`src/smd_pkg.sv`:
```
// Shared types, widths and constants for the side marker detector.
`default_nettype none

package smd_pkg;

   localparam int SAMPLE_BITS_DEF = 12;

   localparam int TIME_W     = 32;
   localparam int THR_W      = 12;
   localparam int WIN_W      = 10;
   localparam int HOLD_W     = 16;
   localparam int LIMIT_W    = 4;
   localparam int COUNT_W    = 8;
   localparam int CSR_IDX_W  = 3;
   localparam int CSR_DATA_W = 16;

   localparam logic [WIN_W-1:0]   LEFT_EXPIRY_OFFSET = 10'd50;
   localparam logic [COUNT_W-1:0] COUNT_MAX          = 8'd255;

   localparam logic [THR_W-1:0]   LEFT_THR_RST   = 12'd2000;
   localparam logic [THR_W-1:0]   RIGHT_THR_RST  = 12'd3780;
   localparam logic [WIN_W-1:0]   CROSS_WIN_RST  = 10'd100;
   localparam logic [HOLD_W-1:0]  HOLDOFF_RST    = 16'd200;
   localparam logic [LIMIT_W-1:0] STOP_LIMIT_RST = 4'd2;

   typedef enum logic [CSR_IDX_W-1:0] {
      CSR_LEFT_THR   = 3'd0,
      CSR_RIGHT_THR  = 3'd1,
      CSR_CROSS_WIN  = 3'd2,
      CSR_HOLDOFF    = 3'd3,
      CSR_STOP_LIMIT = 3'd4
   } csr_index_type;

   typedef struct packed {
      logic [THR_W-1:0]   left_thr;
      logic [THR_W-1:0]   right_thr;
      logic [WIN_W-1:0]   cross_win;
      logic [HOLD_W-1:0]  holdoff;
      logic [LIMIT_W-1:0] stop_limit;
   } cfg_type;

   typedef struct packed {
      logic               left_seen;
      logic               right_seen;
      logic [TIME_W-1:0]  left_stamp;
      logic [TIME_W-1:0]  right_stamp;
      logic [TIME_W-1:0]  holdoff_stamp;
      logic [COUNT_W-1:0] marker_count;
   } track_type;

   typedef struct packed {
      logic               skipped;
      logic               cross_found;
      logic               stop_marker;
      logic [COUNT_W-1:0] marker_total;
      logic               halt;
   } result_type;

endpackage

`default_nettype wire

```
`src/smd_step.sv`:
```
// Per-item decision logic: hold-off, sighting tracking, crossing and stop marker.
`default_nettype none

module smd_step #(
   parameter int SAMPLE_BITS = smd_pkg::SAMPLE_BITS_DEF
) (
   input  smd_pkg::cfg_type                 cfg,
   input  smd_pkg::track_type               track_cur,
   input  logic [smd_pkg::TIME_W-1:0]       now_ms,
   input  logic [SAMPLE_BITS-1:0]           left_sample,
   input  logic [SAMPLE_BITS-1:0]           right_sample,
   output smd_pkg::track_type               track_nxt,
   output smd_pkg::result_type              result
);
   import smd_pkg::*;

   localparam int CMP_W = (SAMPLE_BITS > THR_W) ? SAMPLE_BITS : THR_W;

   logic               skip;
   logic               lhit;
   logic               rhit;
   logic               released;
   logic               lseen_a;
   logic               rseen_a;
   logic [TIME_W-1:0]  lstamp_a;
   logic [TIME_W-1:0]  rstamp_a;
   logic [WIN_W-1:0]   expiry;
   logic [TIME_W-1:0]  lage;
   logic [TIME_W-1:0]  rage;
   logic [TIME_W-1:0]  win_ext;
   logic               lseen_b;
   logic               cross_a;
   logic               lseen_c;
   logic               rseen_c;
   logic               cross_b;
   logic               stop;
   logic [COUNT_W-1:0] count_nxt;

   always_comb begin
      skip     = (now_ms - track_cur.holdoff_stamp) < TIME_W'(cfg.holdoff);
      lhit     = CMP_W'(left_sample) > CMP_W'(cfg.left_thr);
      rhit     = CMP_W'(right_sample) > CMP_W'(cfg.right_thr);
      released = !lhit || !rhit;

      lseen_a  = track_cur.left_seen || lhit;
      rseen_a  = track_cur.right_seen || rhit;
      lstamp_a = lhit ? now_ms : track_cur.left_stamp;
      rstamp_a = rhit ? now_ms : track_cur.right_stamp;

      expiry   = (cfg.cross_win > LEFT_EXPIRY_OFFSET) ? cfg.cross_win - LEFT_EXPIRY_OFFSET
                                                      : '0;
      win_ext  = TIME_W'(cfg.cross_win);
      lage     = now_ms - lstamp_a;
      rage     = now_ms - rstamp_a;

      // drop a stale left sighting that never found a right partner
      lseen_b  = lseen_a && !((lage >= TIME_W'(expiry)) && !rseen_a);

      cross_a  = lseen_b && rseen_a && (lage < win_ext) && released;
      lseen_c  = lseen_b && !cross_a;
      rseen_c  = rseen_a && !cross_a;

      cross_b  = rseen_c && (rage < win_ext) && lseen_c && released;
      stop     = rseen_c && !cross_b && (rage >= win_ext) && !rhit && !lseen_c;

      count_nxt = track_cur.marker_count;
      if (stop && (track_cur.marker_count < COUNT_MAX)) begin
         count_nxt = track_cur.marker_count + COUNT_W'(1);
      end

      if (skip) begin
         track_nxt           = track_cur;
         result.skipped      = 1'b1;
         result.cross_found  = 1'b0;
         result.stop_marker  = 1'b0;
         result.marker_total = track_cur.marker_count;
         result.halt         = 1'b0;
      end else begin
         track_nxt.left_seen     = lseen_c && !cross_b;
         track_nxt.right_seen    = rseen_c && !cross_b && !stop;
         track_nxt.left_stamp    = lstamp_a;
         track_nxt.right_stamp   = rstamp_a;
         track_nxt.holdoff_stamp = (cross_a || cross_b) ? now_ms : track_cur.holdoff_stamp;
         track_nxt.marker_count  = count_nxt;
         result.skipped          = 1'b0;
         result.cross_found      = cross_a || cross_b;
         result.stop_marker      = stop;
         result.marker_total     = count_nxt;
         result.halt             = count_nxt >= COUNT_W'(cfg.stop_limit);
      end
   end

endmodule

`default_nettype wire

```
`src/side_marker_detector_top.sv`:
```
// Top level of the side marker detector: channels, registers and state.
//
//  Channel | Direction | Handshake          | Payload
//  --------+-----------+--------------------+-----------------------------------------
//  req     | in        | req_valid/req_stall | now_ms, left_sample, right_sample
//  rsp     | out       | rsp_valid/rsp_stall | skipped, cross_found, stop_marker,
//          |           |                    | marker_total, halt
//  csr     | in        | csr_valid/csr_ready | csr_index, csr_wdata (always ready)
//
// One item per cycle sustained unless rsp stalls; each transfer yields one result
// (input register, then the decision logic into the result register).
// The tracking state updates as an item leaves the input register, so the next
// item sees it immediately.
// Reset clears both stages, the tracking state and loads the register defaults;
// the hold-off stamp starts at zero, so early ticks are skipped.
// A stall on rsp holds a valid result in the result register and, once the input
// register is full, raises req_stall in the same cycle.
`default_nettype none

module side_marker_detector_top #(
   parameter int SAMPLE_BITS = smd_pkg::SAMPLE_BITS_DEF
) (
   input  logic                              clock,
   input  logic                              reset,

   input  logic                              req_valid,
   output logic                              req_stall,
   input  logic [smd_pkg::TIME_W-1:0]        req_now_ms,
   input  logic [SAMPLE_BITS-1:0]            req_left_sample,
   input  logic [SAMPLE_BITS-1:0]            req_right_sample,

   output logic                              rsp_valid,
   input  logic                              rsp_stall,
   output logic                              rsp_skipped,
   output logic                              rsp_cross_found,
   output logic                              rsp_stop_marker,
   output logic [smd_pkg::COUNT_W-1:0]       rsp_marker_total,
   output logic                              rsp_halt,

   input  logic                              csr_valid,
   output logic                              csr_ready,
   input  logic [smd_pkg::CSR_IDX_W-1:0]     csr_index,
   input  logic [smd_pkg::CSR_DATA_W-1:0]    csr_wdata
);
   import smd_pkg::*;

   // input register
   logic                   in_valid_ff;
   logic [TIME_W-1:0]      in_now_ff;
   logic [SAMPLE_BITS-1:0] in_left_ff;
   logic [SAMPLE_BITS-1:0] in_right_ff;

   // result register
   logic                   out_valid_ff;
   result_type             out_ff;
   result_type             out_in;

   // configuration and tracking state
   cfg_type                cfg_ff;
   cfg_type                cfg_in;
   track_type              track_ff;
   track_type              track_in;

   logic                   out_free;
   logic                   advance;
   logic                   load;

   // the result register can take a new item when empty or being drained
   assign out_free  = !out_valid_ff || !rsp_stall;
   assign advance   = in_valid_ff && out_free;
   assign load      = req_valid && !req_stall;
   assign req_stall = in_valid_ff && !out_free;
   assign csr_ready = 1'b1;

   smd_step #(
      .SAMPLE_BITS (SAMPLE_BITS)
   ) u_step (
      .cfg          (cfg_ff),
      .track_cur    (track_ff),
      .now_ms       (in_now_ff),
      .left_sample  (in_left_ff),
      .right_sample (in_right_ff),
      .track_nxt    (track_in),
      .result       (out_in)
   );

   // configuration writes; unknown indexes are dropped
   always_comb begin
      cfg_in = cfg_ff;
      if (csr_valid) begin
         unique case (csr_index_type'(csr_index))
            CSR_LEFT_THR:   cfg_in.left_thr   = csr_wdata[THR_W-1:0];
            CSR_RIGHT_THR:  cfg_in.right_thr  = csr_wdata[THR_W-1:0];
            CSR_CROSS_WIN:  cfg_in.cross_win  = csr_wdata[WIN_W-1:0];
            CSR_HOLDOFF:    cfg_in.holdoff    = csr_wdata[HOLD_W-1:0];
            CSR_STOP_LIMIT: cfg_in.stop_limit = csr_wdata[LIMIT_W-1:0];
            default:        cfg_in            = cfg_ff;
         endcase
      end
   end

   // control and state
   always_ff @(posedge clock) begin
      if (reset) begin
         in_valid_ff          <= 1'b0;
         out_valid_ff         <= 1'b0;
         cfg_ff.left_thr      <= LEFT_THR_RST;
         cfg_ff.right_thr     <= RIGHT_THR_RST;
         cfg_ff.cross_win     <= CROSS_WIN_RST;
         cfg_ff.holdoff       <= HOLDOFF_RST;
         cfg_ff.stop_limit    <= STOP_LIMIT_RST;
         track_ff             <= '0;
      end else begin
         cfg_ff <= cfg_in;
         // hold the input stage while its item cannot move on
         if (load) begin
            in_valid_ff <= 1'b1;
         end else if (advance) begin
            in_valid_ff <= 1'b0;
         end
         if (out_free) begin
            out_valid_ff <= in_valid_ff;
         end
         // advance the tracking state with the item that moves forward
         if (advance) begin
            track_ff <= track_in;
         end
      end
   end

   // payload registers
   always_ff @(posedge clock) begin
      if (load) begin
         in_now_ff   <= req_now_ms;
         in_left_ff  <= req_left_sample;
         in_right_ff <= req_right_sample;
      end
      if (advance) begin
         out_ff <= out_in;
      end
   end

   assign rsp_valid        = out_valid_ff;
   assign rsp_skipped      = out_ff.skipped;
   assign rsp_cross_found  = out_ff.cross_found;
   assign rsp_stop_marker  = out_ff.stop_marker;
   assign rsp_marker_total = out_ff.marker_total;
   assign rsp_halt         = out_ff.halt;

endmodule

`default_nettype wire

```
`config.mk`:
```
export PLATFORM = sky130hd
export DESIGN_NAME = side_marker_detector_top
export DESIGN_NICKNAME = d
export VERILOG_FILES = /design/src/smd_pkg.sv /design/src/smd_step.sv /design/src/side_marker_detector_top.sv
export SDC_FILE = /design/constraint.sdc
export NUM_CORES = 1
export LEC_CHECK = 0
export BUFFER_PORTS_ARGS = -buffer_cell sky130_fd_sc_hd__buf_2
export CAP_MARGIN = 20
export CORE_MARGIN = 1.5
export CORE_UTILIZATION = 59
export DETAILED_ROUTE_END_ITERATION = 10
export GPL_ROUTABILITY_DRIVEN = 1
export PLACE_DENSITY = 0.85
export SLEW_MARGIN = 20
export SYNTH_ARGS = -nofsm -noshare
export SYNTH_HDL_FRONTEND = slang
export SYNTH_SLANG_ARGS = --single-unit
```
`constraint.sdc`:
```
create_clock -name clock -period 10.5 [get_ports clock]
set_input_delay 1.575 -clock clock [delete_from_list [all_inputs] [get_ports clock]]
set_output_delay 1.575 -clock clock [all_outputs]
set_load 0.02 [all_outputs]
```
==> run_results.csv, run 1 <==
group,metric,value,unit
setup_path,cp_max_fo,14,
timing,setup_tns,0,ns
synth,yosysMostFrequentCell,"nand2_1",
placement,port_buffers,93,
layout,area_growth,8.65,%
cts,cts.sinks,230,
setup_path,slowest_stage,"a31oi_4",
setup_path,crit_path_start_kind,"register",
layout,fin_area,18600,µm²
cts,cts-root-buf,"clkbuf_16",
min_path,hold_class,"register to register",
timing,rsz0062_at_grt,"false",
layout,drive_above_1_share,12.0,%
synth,synth_compound_area_share,24.6,%
global_routing,antenna_found_initial,0,
placement,place_hpwl,34300,µm
synth,ys_seq_area_share,30.9,%
die,initial_core_util,59.8,%
routing,drt-pass1-iter-count,6,
timing,timing.final.crit_share,82.7,%
timing,slew_headroom,28.0,%
global_routing,grt_max_degree,100,
timing,finalHoldViolCount,0,
cts,post_cts_buffers,0,
cts,post_cts_resize_count,0,
cts,clockBufferDepth,3,
setup_path,r2r-end,"rsp_halt",
min_path,min_path_cells,2,
pwr,ir_worst_vdd,151,µV
routing,wire_per_inst,19.0,µm
synth,yosysWarnings,0,
routing,drcViolationCount,0,
min_path,hold_end,"cfg_ff[13]",
pwr,power.leakage,7.22,nW
placement,place.gp.congestion,0.959,
layout,final_net_count,2276,
global_routing,grt_pass1_vias,15046,
synth,yosysTopAreaCell,"dfxtp_1",
cts,numCtsBuffers,25,
setup_path,cp.required,10.80,ns
timing,maxSlewViolCount,0,
setup_path,path_common_cell,"ha_1",
synth,synth_cells,1997,
global_routing,globalRoute.totalOverflow,0,
cts,cts_tree,"yes",
synth,synthFlopType,"dfxtp_1",
setup_path,worstPathArrival,8.98,ns
synth,muxShareOfSynthArea,5.83,%
synth,netlist_top_cells_count,"nand2_1 (177), nor2_1 (172), ha_1 (166), a21oi_1 (165), dfxtp_1 (162)",
die,core_area,28600,µm²
cts,cts_htree_levels,1,
die,row_count,62,
synth,synth_edf_count,68,
run_status,status,"finished, final reports clean",
cts,cts.clk_slew.worst_paths,0.06,ns
cts,holdBufCountCts,0,
cts,insertion_delay,0.55,ns
synth,syn_avg_cell_area,8.57,µm²
global_routing,grt_pass1_wl,75300,µm
synth,synth_cell_types,90,
die,die-area,30000,µm²
setup_path,reg2reg_setup_slack,1.82,ns
setup_path,end_kind,"register",
synth,synthAdderAreaFrac,12.5,%
layout,antenna_cells,0,
pwr,p_total,2.71,mW
timing,fmax,115,MHz
routing,via_per_inst,6.35,
layout,final_util,64.9,%
synth,ys_ff_latch,230,
layout,n_fill_cell,2341,
min_path,min_from,"cfg_ff[13]",
routing,finalWirelength,46200,µm
routing,num_vias,15426,
placement,place_area,17700,µm²
routing,drt_iter0_drc,1633,
synth,synth_top_family_by_area,"compound AO/OA/AOI/OAI gates",
timing,hold_ws,0.460,ns
die,io_pins,95,
synth,synth-simple-area-share,17.8,%
synth,synthXorXnorAreaFrac,3.12,%
synth,yosysTopAreaCellShare,19.0,%
synth,ys_top_cells_by_area,"dfxtp_1 (19%), ha_1 (12%), edfxtp_1 (12%)",
pwr,p_per_area,146,nW/µm²
timing,fin_worst_skew,0.0139,ns
die,dieHeight,173,µm
die,die_x,173,µm
timing,fin_crit,8.68,ns
setup_path,reg2reg_from,"in_right_ff[7]",
synth,async_flop_share,0,%
setup_path,critPathKind,"register to register",
setup_path,cp_slowest_stage_delay,0.66,ns
timing,setup_viol,0,
timing,tightest_slew,1.08,ns
synth,netlist_area,17100,µm²
setup_path,ff2ff_path_depth,30,
global_routing,grtUsageTotal,30.4,%
routing,antenna_left,0,
job,max_cap_viol_count,0,
synth,syn_nets,2246,
## power by group
part           switching (mW)  internal (mW)  total, mW
logic                   0.461          0.301      0.762
registers              0.0370          0.955      0.992
clock network           0.393          0.564      0.958
## cells by family after synthesis
family | count (synthesis)
flops | 230
compound gates | 594
fa+ha+maj | 169
mux | 98
xor+xnor | 61
simple gates | 632
other cells | 1
buf+inv | 212
## worst max-delay path: cells and delay by family (launching register included)
kind / cells / cell delay [ns]
DFF: 1 / 0.37
xor gates and xnor gates: 1 / 0.16
AOI/OAI and AO/OA: 12 / 3.27
muxes: 2 / 0.79
adders and majority gates: 4 / 1.20
and+or+nand+nor: 11 / 2.63
## layout make-up
class	count	area [µm²]	share of cell area, %
multi-input combinational	1555	11000	59.0
sequential	230	5290	28.4
clock buffer	30	674	3.63
timing repair buffer	103	547	2.94
tap	384	480	2.59
inverter	112	420	2.26
clock inverter	16	218	1.17
## worst max-delay path by stage
stage	startpoint	endpoint	slack, ns	cells after the start
2_1_floorplan	in_right_ff[7]	rsp_halt	2.82	33
3_3_place_gp	in_right_ff[7]	rsp_halt	2.30	30
3_5_place_dp	in_right_ff[8]	rsp_halt	1.89	30
4_1_cts	in_right_ff[7]	rsp_halt	1.87	30
5_1_grt	in_right_ff[7]	rsp_halt	1.26	30
6_report	in_right_ff[7]	rsp_halt	1.82	30
## per-stage QoR
step           setup slack [ns]  cells
2_1_floorplan              2.82   1997
3_3_place_gp               2.30   2384
3_5_place_dp               1.89   2384
4_1_cts                    1.87   2430
5_1_grt                    1.26   2430
6_report                   1.82   2430
## per-layer routing
metal	routed length, µm	track usage (%)
met1	20100	39.8
met2	21600	51.7
met3	3210	3.42
met4	1350	10.9
met5	0	0
## flip-flops by register name, indices dropped and copies added, names as in the netlist
signal	flops
in_valid_ff	1
in_right_ff	12
in_now_ff	32
rsp_halt	1
rsp_cross_found	1
track_ff	106
rsp_marker_total	8
rsp_valid	1
rsp_stop_marker	1
in_left_ff	12
rsp_skipped	1
cfg_ff	54
## placed cells by master, fill, tap and decap left out, types with 25 or more instances in the layout
| cell type | Yosys | routed |
|---|---|---|
| a211oi_1 | 27 | 27 |
| a211oi_2 | 59 | 59 |
| a21o_1 | 45 | 45 |
| a21oi_1 | 165 | 165 |
| buf_2 | 10 | 92 |
| clkbuf_16 | 0 | 25 |
| dfxtp_1 | 162 | 162 |
| edfxtp_1 | 68 | 68 |
| ha_1 | 166 | 166 |
| inv_1 | 111 | 111 |
| mux2i_1 | 88 | 88 |
| nand2_1 | 177 | 177 |
| nand3_1 | 70 | 70 |
| nand4_1 | 31 | 31 |
| nor2_1 | 172 | 172 |
| nor3_1 | 40 | 40 |
| o211ai_1 | 34 | 34 |
| o21ai_0 | 111 | 111 |
| xnor2_1 | 36 | 36 |
| xor2_1 | 25 | 25 |
Power figures use the tool's default switching activity.
==> run 2, diff against run 1 <==
- ABC_AREA: not set -> 1
- CORE_UTILIZATION: 59 -> 56
- clock period: 10.5 -> 7.15 ns (I/O delays scaled with it)
==> run 2 against run 1 <==
Clock-buffer cell count is 2 higher. Sequential share of layout area grew 1.2 points. Sequential cell count stayed put. Area after synthesis fell by 6.0%. Worst setup slack got worse by 1.3 ns. First-iteration DRC count shrank 25%. Synthesized cell count increased by 13%. Worst hold slack lost 0.014 ns. Die area fell by 0.90%. Maximum frequency grew 30%. Final cell count grew 12%. Critical path type unchanged.
==> run_results.csv, run 2 <==
group,metric,value,unit
timing,maxSlewViolCount,0,
synth,yosysTopAreaCell,"dfxtp_1",
synth,yosysWarnings,0,
synth,ys_top_cells_by_area,"dfxtp_1 (20%), ha_1 (13%), edfxtp_1 (13%)",
cts,clockBufferDepth,3,
global_routing,globalRoute.totalOverflow,0,
setup_path,critPathLaunch,"in_right_ff[7]",
global_routing,grt_max_degree,118,
pwr,seqPwrFrac,35.3,%
synth,synthFlopType,"dfxtp_1",
global_routing,antenna_found_initial,0,
job,max_cap_viol_count,0,
run_status,status,"finished, final reports clean",
setup_path,crit_path_start_kind,"register",
layout,final_net_count,2576,
synth,synth_cell_types,54,
global_routing,grt_pass1_vias,14458,
pwr,swShare,34.5,%
die,core_area,28000,µm²
layout,largestRegisters,"track_ff: 106 flops, cfg_ff: 54 flops, in_now_ff: 32 flops",
pwr,power_frac_comb,30.3,%
layout,drive_above_1_share,8.48,%
setup_path,reg2reg_setup_slack,0.50,ns
pwr,p_total,4.15,mW
placement,place_hpwl,32600,µm
routing,finalWirelength,43800,µm
timing,slew_headroom,32.6,%
setup_path,end_kind,"register",
pwr,ir_worst_vdd,223,µV
synth,synth_edf_count,68,
routing,drcViolationCount,0,
layout,layout_commonest_cell,"nand2_1",
timing,hold_ws,0.446,ns
routing,antenna_left,0,
layout,largest_reg_flops,106,
timing,setup_tns,0,ns
layout,area_growth,10.9,%
global_routing,grtUsageTotal,29.2,%
setup_path,reg2reg_from,"in_right_ff[7]",
setup_path,cp_max_fo,11,
setup_path,slowest_stage,"fa_1",
min_path,hold_class,"register to register",
layout,largest-register,"track_ff",
cts,cts_htree_levels,1,
timing,tightest_slew,1.01,ns
cts,cts-root-buf,"clkbuf_16",
die,die-area,29800,µm²
die,io_pins,95,
synth,synth_cells,2249,
synth,async_flop_share,0,%
layout,n_fill_cell,2405,
placement,place.gp.congestion,1.00,
die,row_count,61,
synth,ys_ff_latch,230,
setup_path,critPathCapture,"rsp_halt",
routing,num_vias,15417,
timing,fmax,150,MHz
timing,fin_worst_skew,0.0172,ns
pwr,p_per_area,233,nW/µm²
placement,port_buffers,93,
setup_path,r2r-end,"rsp_halt",
cts,cts_tree,"yes",
routing,drt_iter0_drc,1218,
synth,netlist_area,16100,µm²
setup_path,ff2ff_path_depth,40,
layout,antenna_cells,0,
die,initial_core_util,57.4,%
synth,yosysTopAreaCellShare,20.2,%
setup_path,path_common_cell,"nand2_1",
timing,fin_crit,6.65,ns
layout,mostFrequentLayoutCells,"nand2_1 (510), inv_1 (293), a21oi_1 (266)",
cts,cts.sinks,230,
global_routing,grt_pass1_wl,68900,µm
synth,ys_seq_area_share,32.9,%
die,dieHeight,172,µm
pwr,internal_power,2.72,mW
timing,finalHoldViolCount,0,
cts,numCtsBuffers,27,
pwr,power.leakage,8.16,nW
setup_path,worstPathArrival,6.96,ns
setup_path,critPathKind,"register to register",
die,die_x,172,µm
pwr,power.switching,1.43,mW
synth,netlist_top_cells_count,"nand2_1 (512), inv_1 (295), a21oi_1 (266), o21ai_0 (198), ha_1 (166)",
timing,timing.final.crit_share,93.1,%
timing,setup_viol,0,
setup_path,cp.required,7.46,ns
synth,syn_nets,2498,
cts,insertion_delay,0.55,ns
synth,yosysMostFrequentCell,"nand2_1",
cts,holdBufCountCts,0,
synth,syn_avg_cell_area,7.15,µm²
setup_path,cp_slowest_stage_delay,0.40,ns
routing,via_per_inst,5.66,
cts,cts.clk_slew.worst_paths,0.06,ns
routing,wire_per_inst,16.1,µm
pwr,p_clk_share,34.4,%
routing,drt-pass1-iter-count,5,
-- run 2: cell count changes after synthesis, sizes merged, moves of 16 or more --
cell	change
nand2	+335
inv	+188
o21ai	+115
a21oi	+111
mux2i	-88
a211oi	-80
a21o	-36
clkbuf	-29
nor2b	-23
nor3	-21
and3	-18
o21a	-18
nand2b	-17
a31oi	-16
-- run 2: repair_timing --
action | 4_1_cts | 5_1_grt
resized for setup | 0 | 5
setup endpoints to repair | 0 | 1
setup buffers | 0 | 4
-- run 2: cell families (layout without fill, tap and decap cells) --
group                      Yosys count  after routing  synth area share (%)
AOI/OAI and AO/OA                  576            576                  19.4
adders and majority gates          169            169                  13.3
buffers and inverters              359            457                  8.65
and+or+nand+nor                    849            850                  22.2
other                                1              1                0.0233
xor gates and xnor gates            65             65                  3.59
DFF                                230            230                  32.9
-- run 2: worst min-delay path by stage --
stage,cells after the start,startpoint,endpoint
finish,2,track_ff[55],track_ff[55]
global route,2,track_ff[55],track_ff[55]
CTS,2,track_ff[70],track_ff[70]
detailed placement,2,track_ff[70],track_ff[70]
global placement,2,track_ff[43],track_ff[43]
floorplan,2,track_ff[93],track_ff[93]
-- run 2: cell type report --
cell class / count / area, µm² / share of cell area [%]
sequential: 230 / 5290 / 29.6
timing repair buffer: 108 / 582 / 3.26
inverter: 299 / 1120 / 6.31
clock buffer: 32 / 736 / 4.12
clock inverter: 18 / 200 / 1.12
multi-input combinational: 1661 / 9440 / 52.9
tap: 378 / 473 / 2.65
-- run 2: metal layers --
metal | up-vias | wire (µm) | global-route usage, %
li1 | 7708 | - | -
met1 | 7075 | 18700 | 36.8
met2 | 522 | 20400 | 50.9
met3 | 112 | 3380 | 4.03
met4 | 0 | 1410 | 10.2
met5 | - | 0 | 0
-- run 2: critical path, delay by kind of cell (launching register included) --
family | cells | cell delay (ns)
and+or+nand+nor | 20 | 2.33
buffers and inverters | 4 | 0.25
adders and majority gates | 5 | 1.47
DFF | 1 | 0.39
xor gates and xnor gates | 1 | 0.11
AOI/OAI and AO/OA | 10 | 1.83
-- run 2: power by group through the flow --
| stage | combinational [mW] | sequential (mW) | clock [mW] |
|---|---|---|---|
| 6_report | 1.26 | 1.47 | 1.43 |
| 5_1_grt | 1.42 | 1.47 | 1.50 |
| 4_1_cts | 1.24 | 1.46 | 1.44 |
| 3_5_place_dp | 1.22 | 1.49 | 0 |
| 3_3_place_gp | 1.20 | 1.49 | 0 |
| 2_1_floorplan | 0.934 | 1.48 | 0 |
-- run 2: per-stage QoR --
stage / worst slack (ns) / instance area [µm²] / instances / utilization (%)
after detailed placement: 0.481 / 16800 / 2671 / 60.1
after global placement: 0.730 / 16800 / 2671 / 60.1
after floorplan: 1.43 / 16100 / 2249 / -
after global routing: -0.0550 / 17800 / 2726 / 63.7
after CTS: 0.401 / 17800 / 2721 / 63.5
final: 0.496 / 17800 / 2726 / 63.7
==> run 3, diff against run 2 <==
--- a/config.mk
+++ b/config.mk
@@ -11,4 +11,5 @@
 export CORE_MARGIN = 1.5
 export CORE_UTILIZATION = 56
+export CTS_CLUSTER_SIZE = 14
 export DETAILED_ROUTE_END_ITERATION = 10
 export GPL_ROUTABILITY_DRIVEN = 1
==> constraint.sdc (replaced) <==
create_clock -name clock -period 7.15 [get_ports clock]
set_input_delay 2.145 -clock clock [delete_from_list [all_inputs] [get_ports clock]]
set_output_delay 2.145 -clock clock [all_outputs]
set_load 0.02 [all_outputs]
==> run 3 against run 2 <==
Non-clock buffer count increased by 1. Maximum frequency increased by 0.55%. Via count increased by 0.30%. Critical path depth decreased by 3. Clock-buffer cell count increased by 7. Global-route usage increased by 0.39 points. Highest routed layer unchanged.
==> run_results.csv, run 3 (synthesis gave the netlist of run 2 again) <==
group,metric,value,unit
layout,stdcell_count,2726,
layout,mostFrequentLayoutCells,"nand2_1 (510), inv_1 (293), a21oi_1 (264)",
cts,cts-root-buf,"clkbuf_16",
routing,via_per_inst,5.67,
cts,clockBufferDepth,3,
placement,place_ws,0.459,ns
setup_path,crit_path_start_kind,"register",
die,row_count,61,
layout,area_growth,10.9,%
pwr,power.leakage,8.15,nW
min_path,hold_class,"register to register",
placement,place_hpwl,32700,µm
cts,insertion_delay,0.54,ns
layout,antenna_cells,0,
layout,largestRegisters,"track_ff: 106 flops, cfg_ff: 54 flops, in_now_ff: 32 flops",
routing,drt_iter0_drc,1352,
timing,hold_ws,0.445,ns
global_routing,grtUsageTotal,29.6,%
routing,num_vias,15464,
cts,cts_tree,"yes",
pwr,p_per_area,231,nW/µm²
global_routing,grt_pass1_wl,70300,µm
global_routing,grt_max_degree,109,
setup_path,cp.required,7.45,ns
timing,setup_viol,0,
cts,cts.sinks,230,
setup_path,cp_max_fo,16,
layout,final_net_count,2577,
global_routing,globalRoute.totalOverflow,0,
timing,setup_tns,0,ns
timing,tightest_slew,1.04,ns
timing,timing.final.crit_share,92.6,%
timing,finalHoldViolCount,0,
setup_path,end_kind,"register",
layout,fin_area,17800,µm²
die,core_area,28000,µm²
die,dieHeight,172,µm
setup_path,critPathKind,"register to register",
die,initial_core_util,57.4,%
setup_path,worstPathArrival,6.92,ns
cts,cts_htree_levels,1,
pwr,ir_worst_vdd,197,µV
die,die-area,29800,µm²
min_path,min_from,"track_ff[44]",
run_status,status,"finished, final reports clean",
timing,fin_worst_skew,0.0154,ns
pwr,p_total,4.12,mW
routing,finalWirelength,43900,µm
layout,largest_reg_flops,106,
setup_path,critPathLaunch,"in_right_ff[1]",
timing,slew_headroom,30.9,%
routing,wire_per_inst,16.1,µm
routing,antenna_left,0,
layout,drive_above_1_share,8.60,%
setup_path,reg2reg_from,"in_right_ff[1]",
timing,rsz0062_at_grt,"false",
layout,final_util,63.7,%
setup_path,cp_slowest_stage_delay,0.38,ns
cts,numCtsBuffers,27,
timing,fin_ws,0.533,ns
placement,place.gp.congestion,1.01,
layout,largest-register,"track_ff",
die,io_pins,95,
cts,cts.clk_slew.worst_paths,0.06,ns
routing,drt-pass1-iter-count,5,
placement,place_area,16800,µm²
routing,drcViolationCount,0,
layout,layout_commonest_cell,"nand2_1",
cts,holdBufCountCts,0,
die,die_x,172,µm
timing,fin_crit,6.62,ns
global_routing,antenna_found_initial,1,
placement,place_inst,2671,
placement,port_buffers,93,
timing,maxSlewViolCount,0,
job,max_cap_viol_count,0,
global_routing,grt_pass1_vias,14773,
setup_path,slowest_stage,"edfxtp_1",
timing,fmax,151,MHz
-- run 3: cell types whose count changed in the layout (fill, tap and decap cells not counted), sizes merged --
cell and delta:
clkinvlp +1, buf +1, clkbuf +7, clkinv -6, bufinv -2, inv -1
-- run 3: worst max-delay path: cells and delay by family (launching register included) --
family	cells	cell delay, ns
xor gates and xnor gates	1	0.17
adders and majority gates	4	1.21
and+or+nand+nor	17	2.12
buffers and inverters	5	0.55
AOI/OAI and AO/OA	10	1.91
DFF	1	0.38
-- run 3: metal layers --
layer  vias up  global-route usage (%)  routed length, µm
li1       7705                       -                  -
met1      7143                    37.8              18800
met2       515                    51.8              20600
met3       101                    3.73               3240
met4         0                    9.22               1240
met5         -                       0                  0
-- run 3: what timing repair did --
action / 4_1_cts / 5_1_grt
endpoints found under the setup margin: 0 / 1
setup buffers: 0 / 5
resized for setup: 0 / 11
-- run 3: path summary, 6_finish.rpt --
path / to / slack [ns] / depth (start not counted)
setup / recovery: rsp_halt / 0.53 / 37
hold / removal: track_ff[44] / 0.44 / 2
setup reg to reg: rsp_halt / 0.53 / 37
hold reg to reg: track_ff[44] / 0.44 / 2
-- run 3: area by class of cell --
| type | count | area (µm²) |
|---|---|---|
| inverter | 299 | 1120 |
| fill | 2461 | 10200 |
| tap | 378 | 473 |
| clock buffer | 39 | 802 |
| sequential | 230 | 5290 |
| clock inverter | 10 | 96.3 |
| multi-input combinational | 1661 | 9470 |
| timing repair buffer | 109 | 586 |
-- run 3: where the power goes --
group | switching (mW) | internal, mW
logic | 0.807 | 0.459
registers | 0.0510 | 1.42
clock network | 0.571 | 0.817
total | 1.43 | 2.69
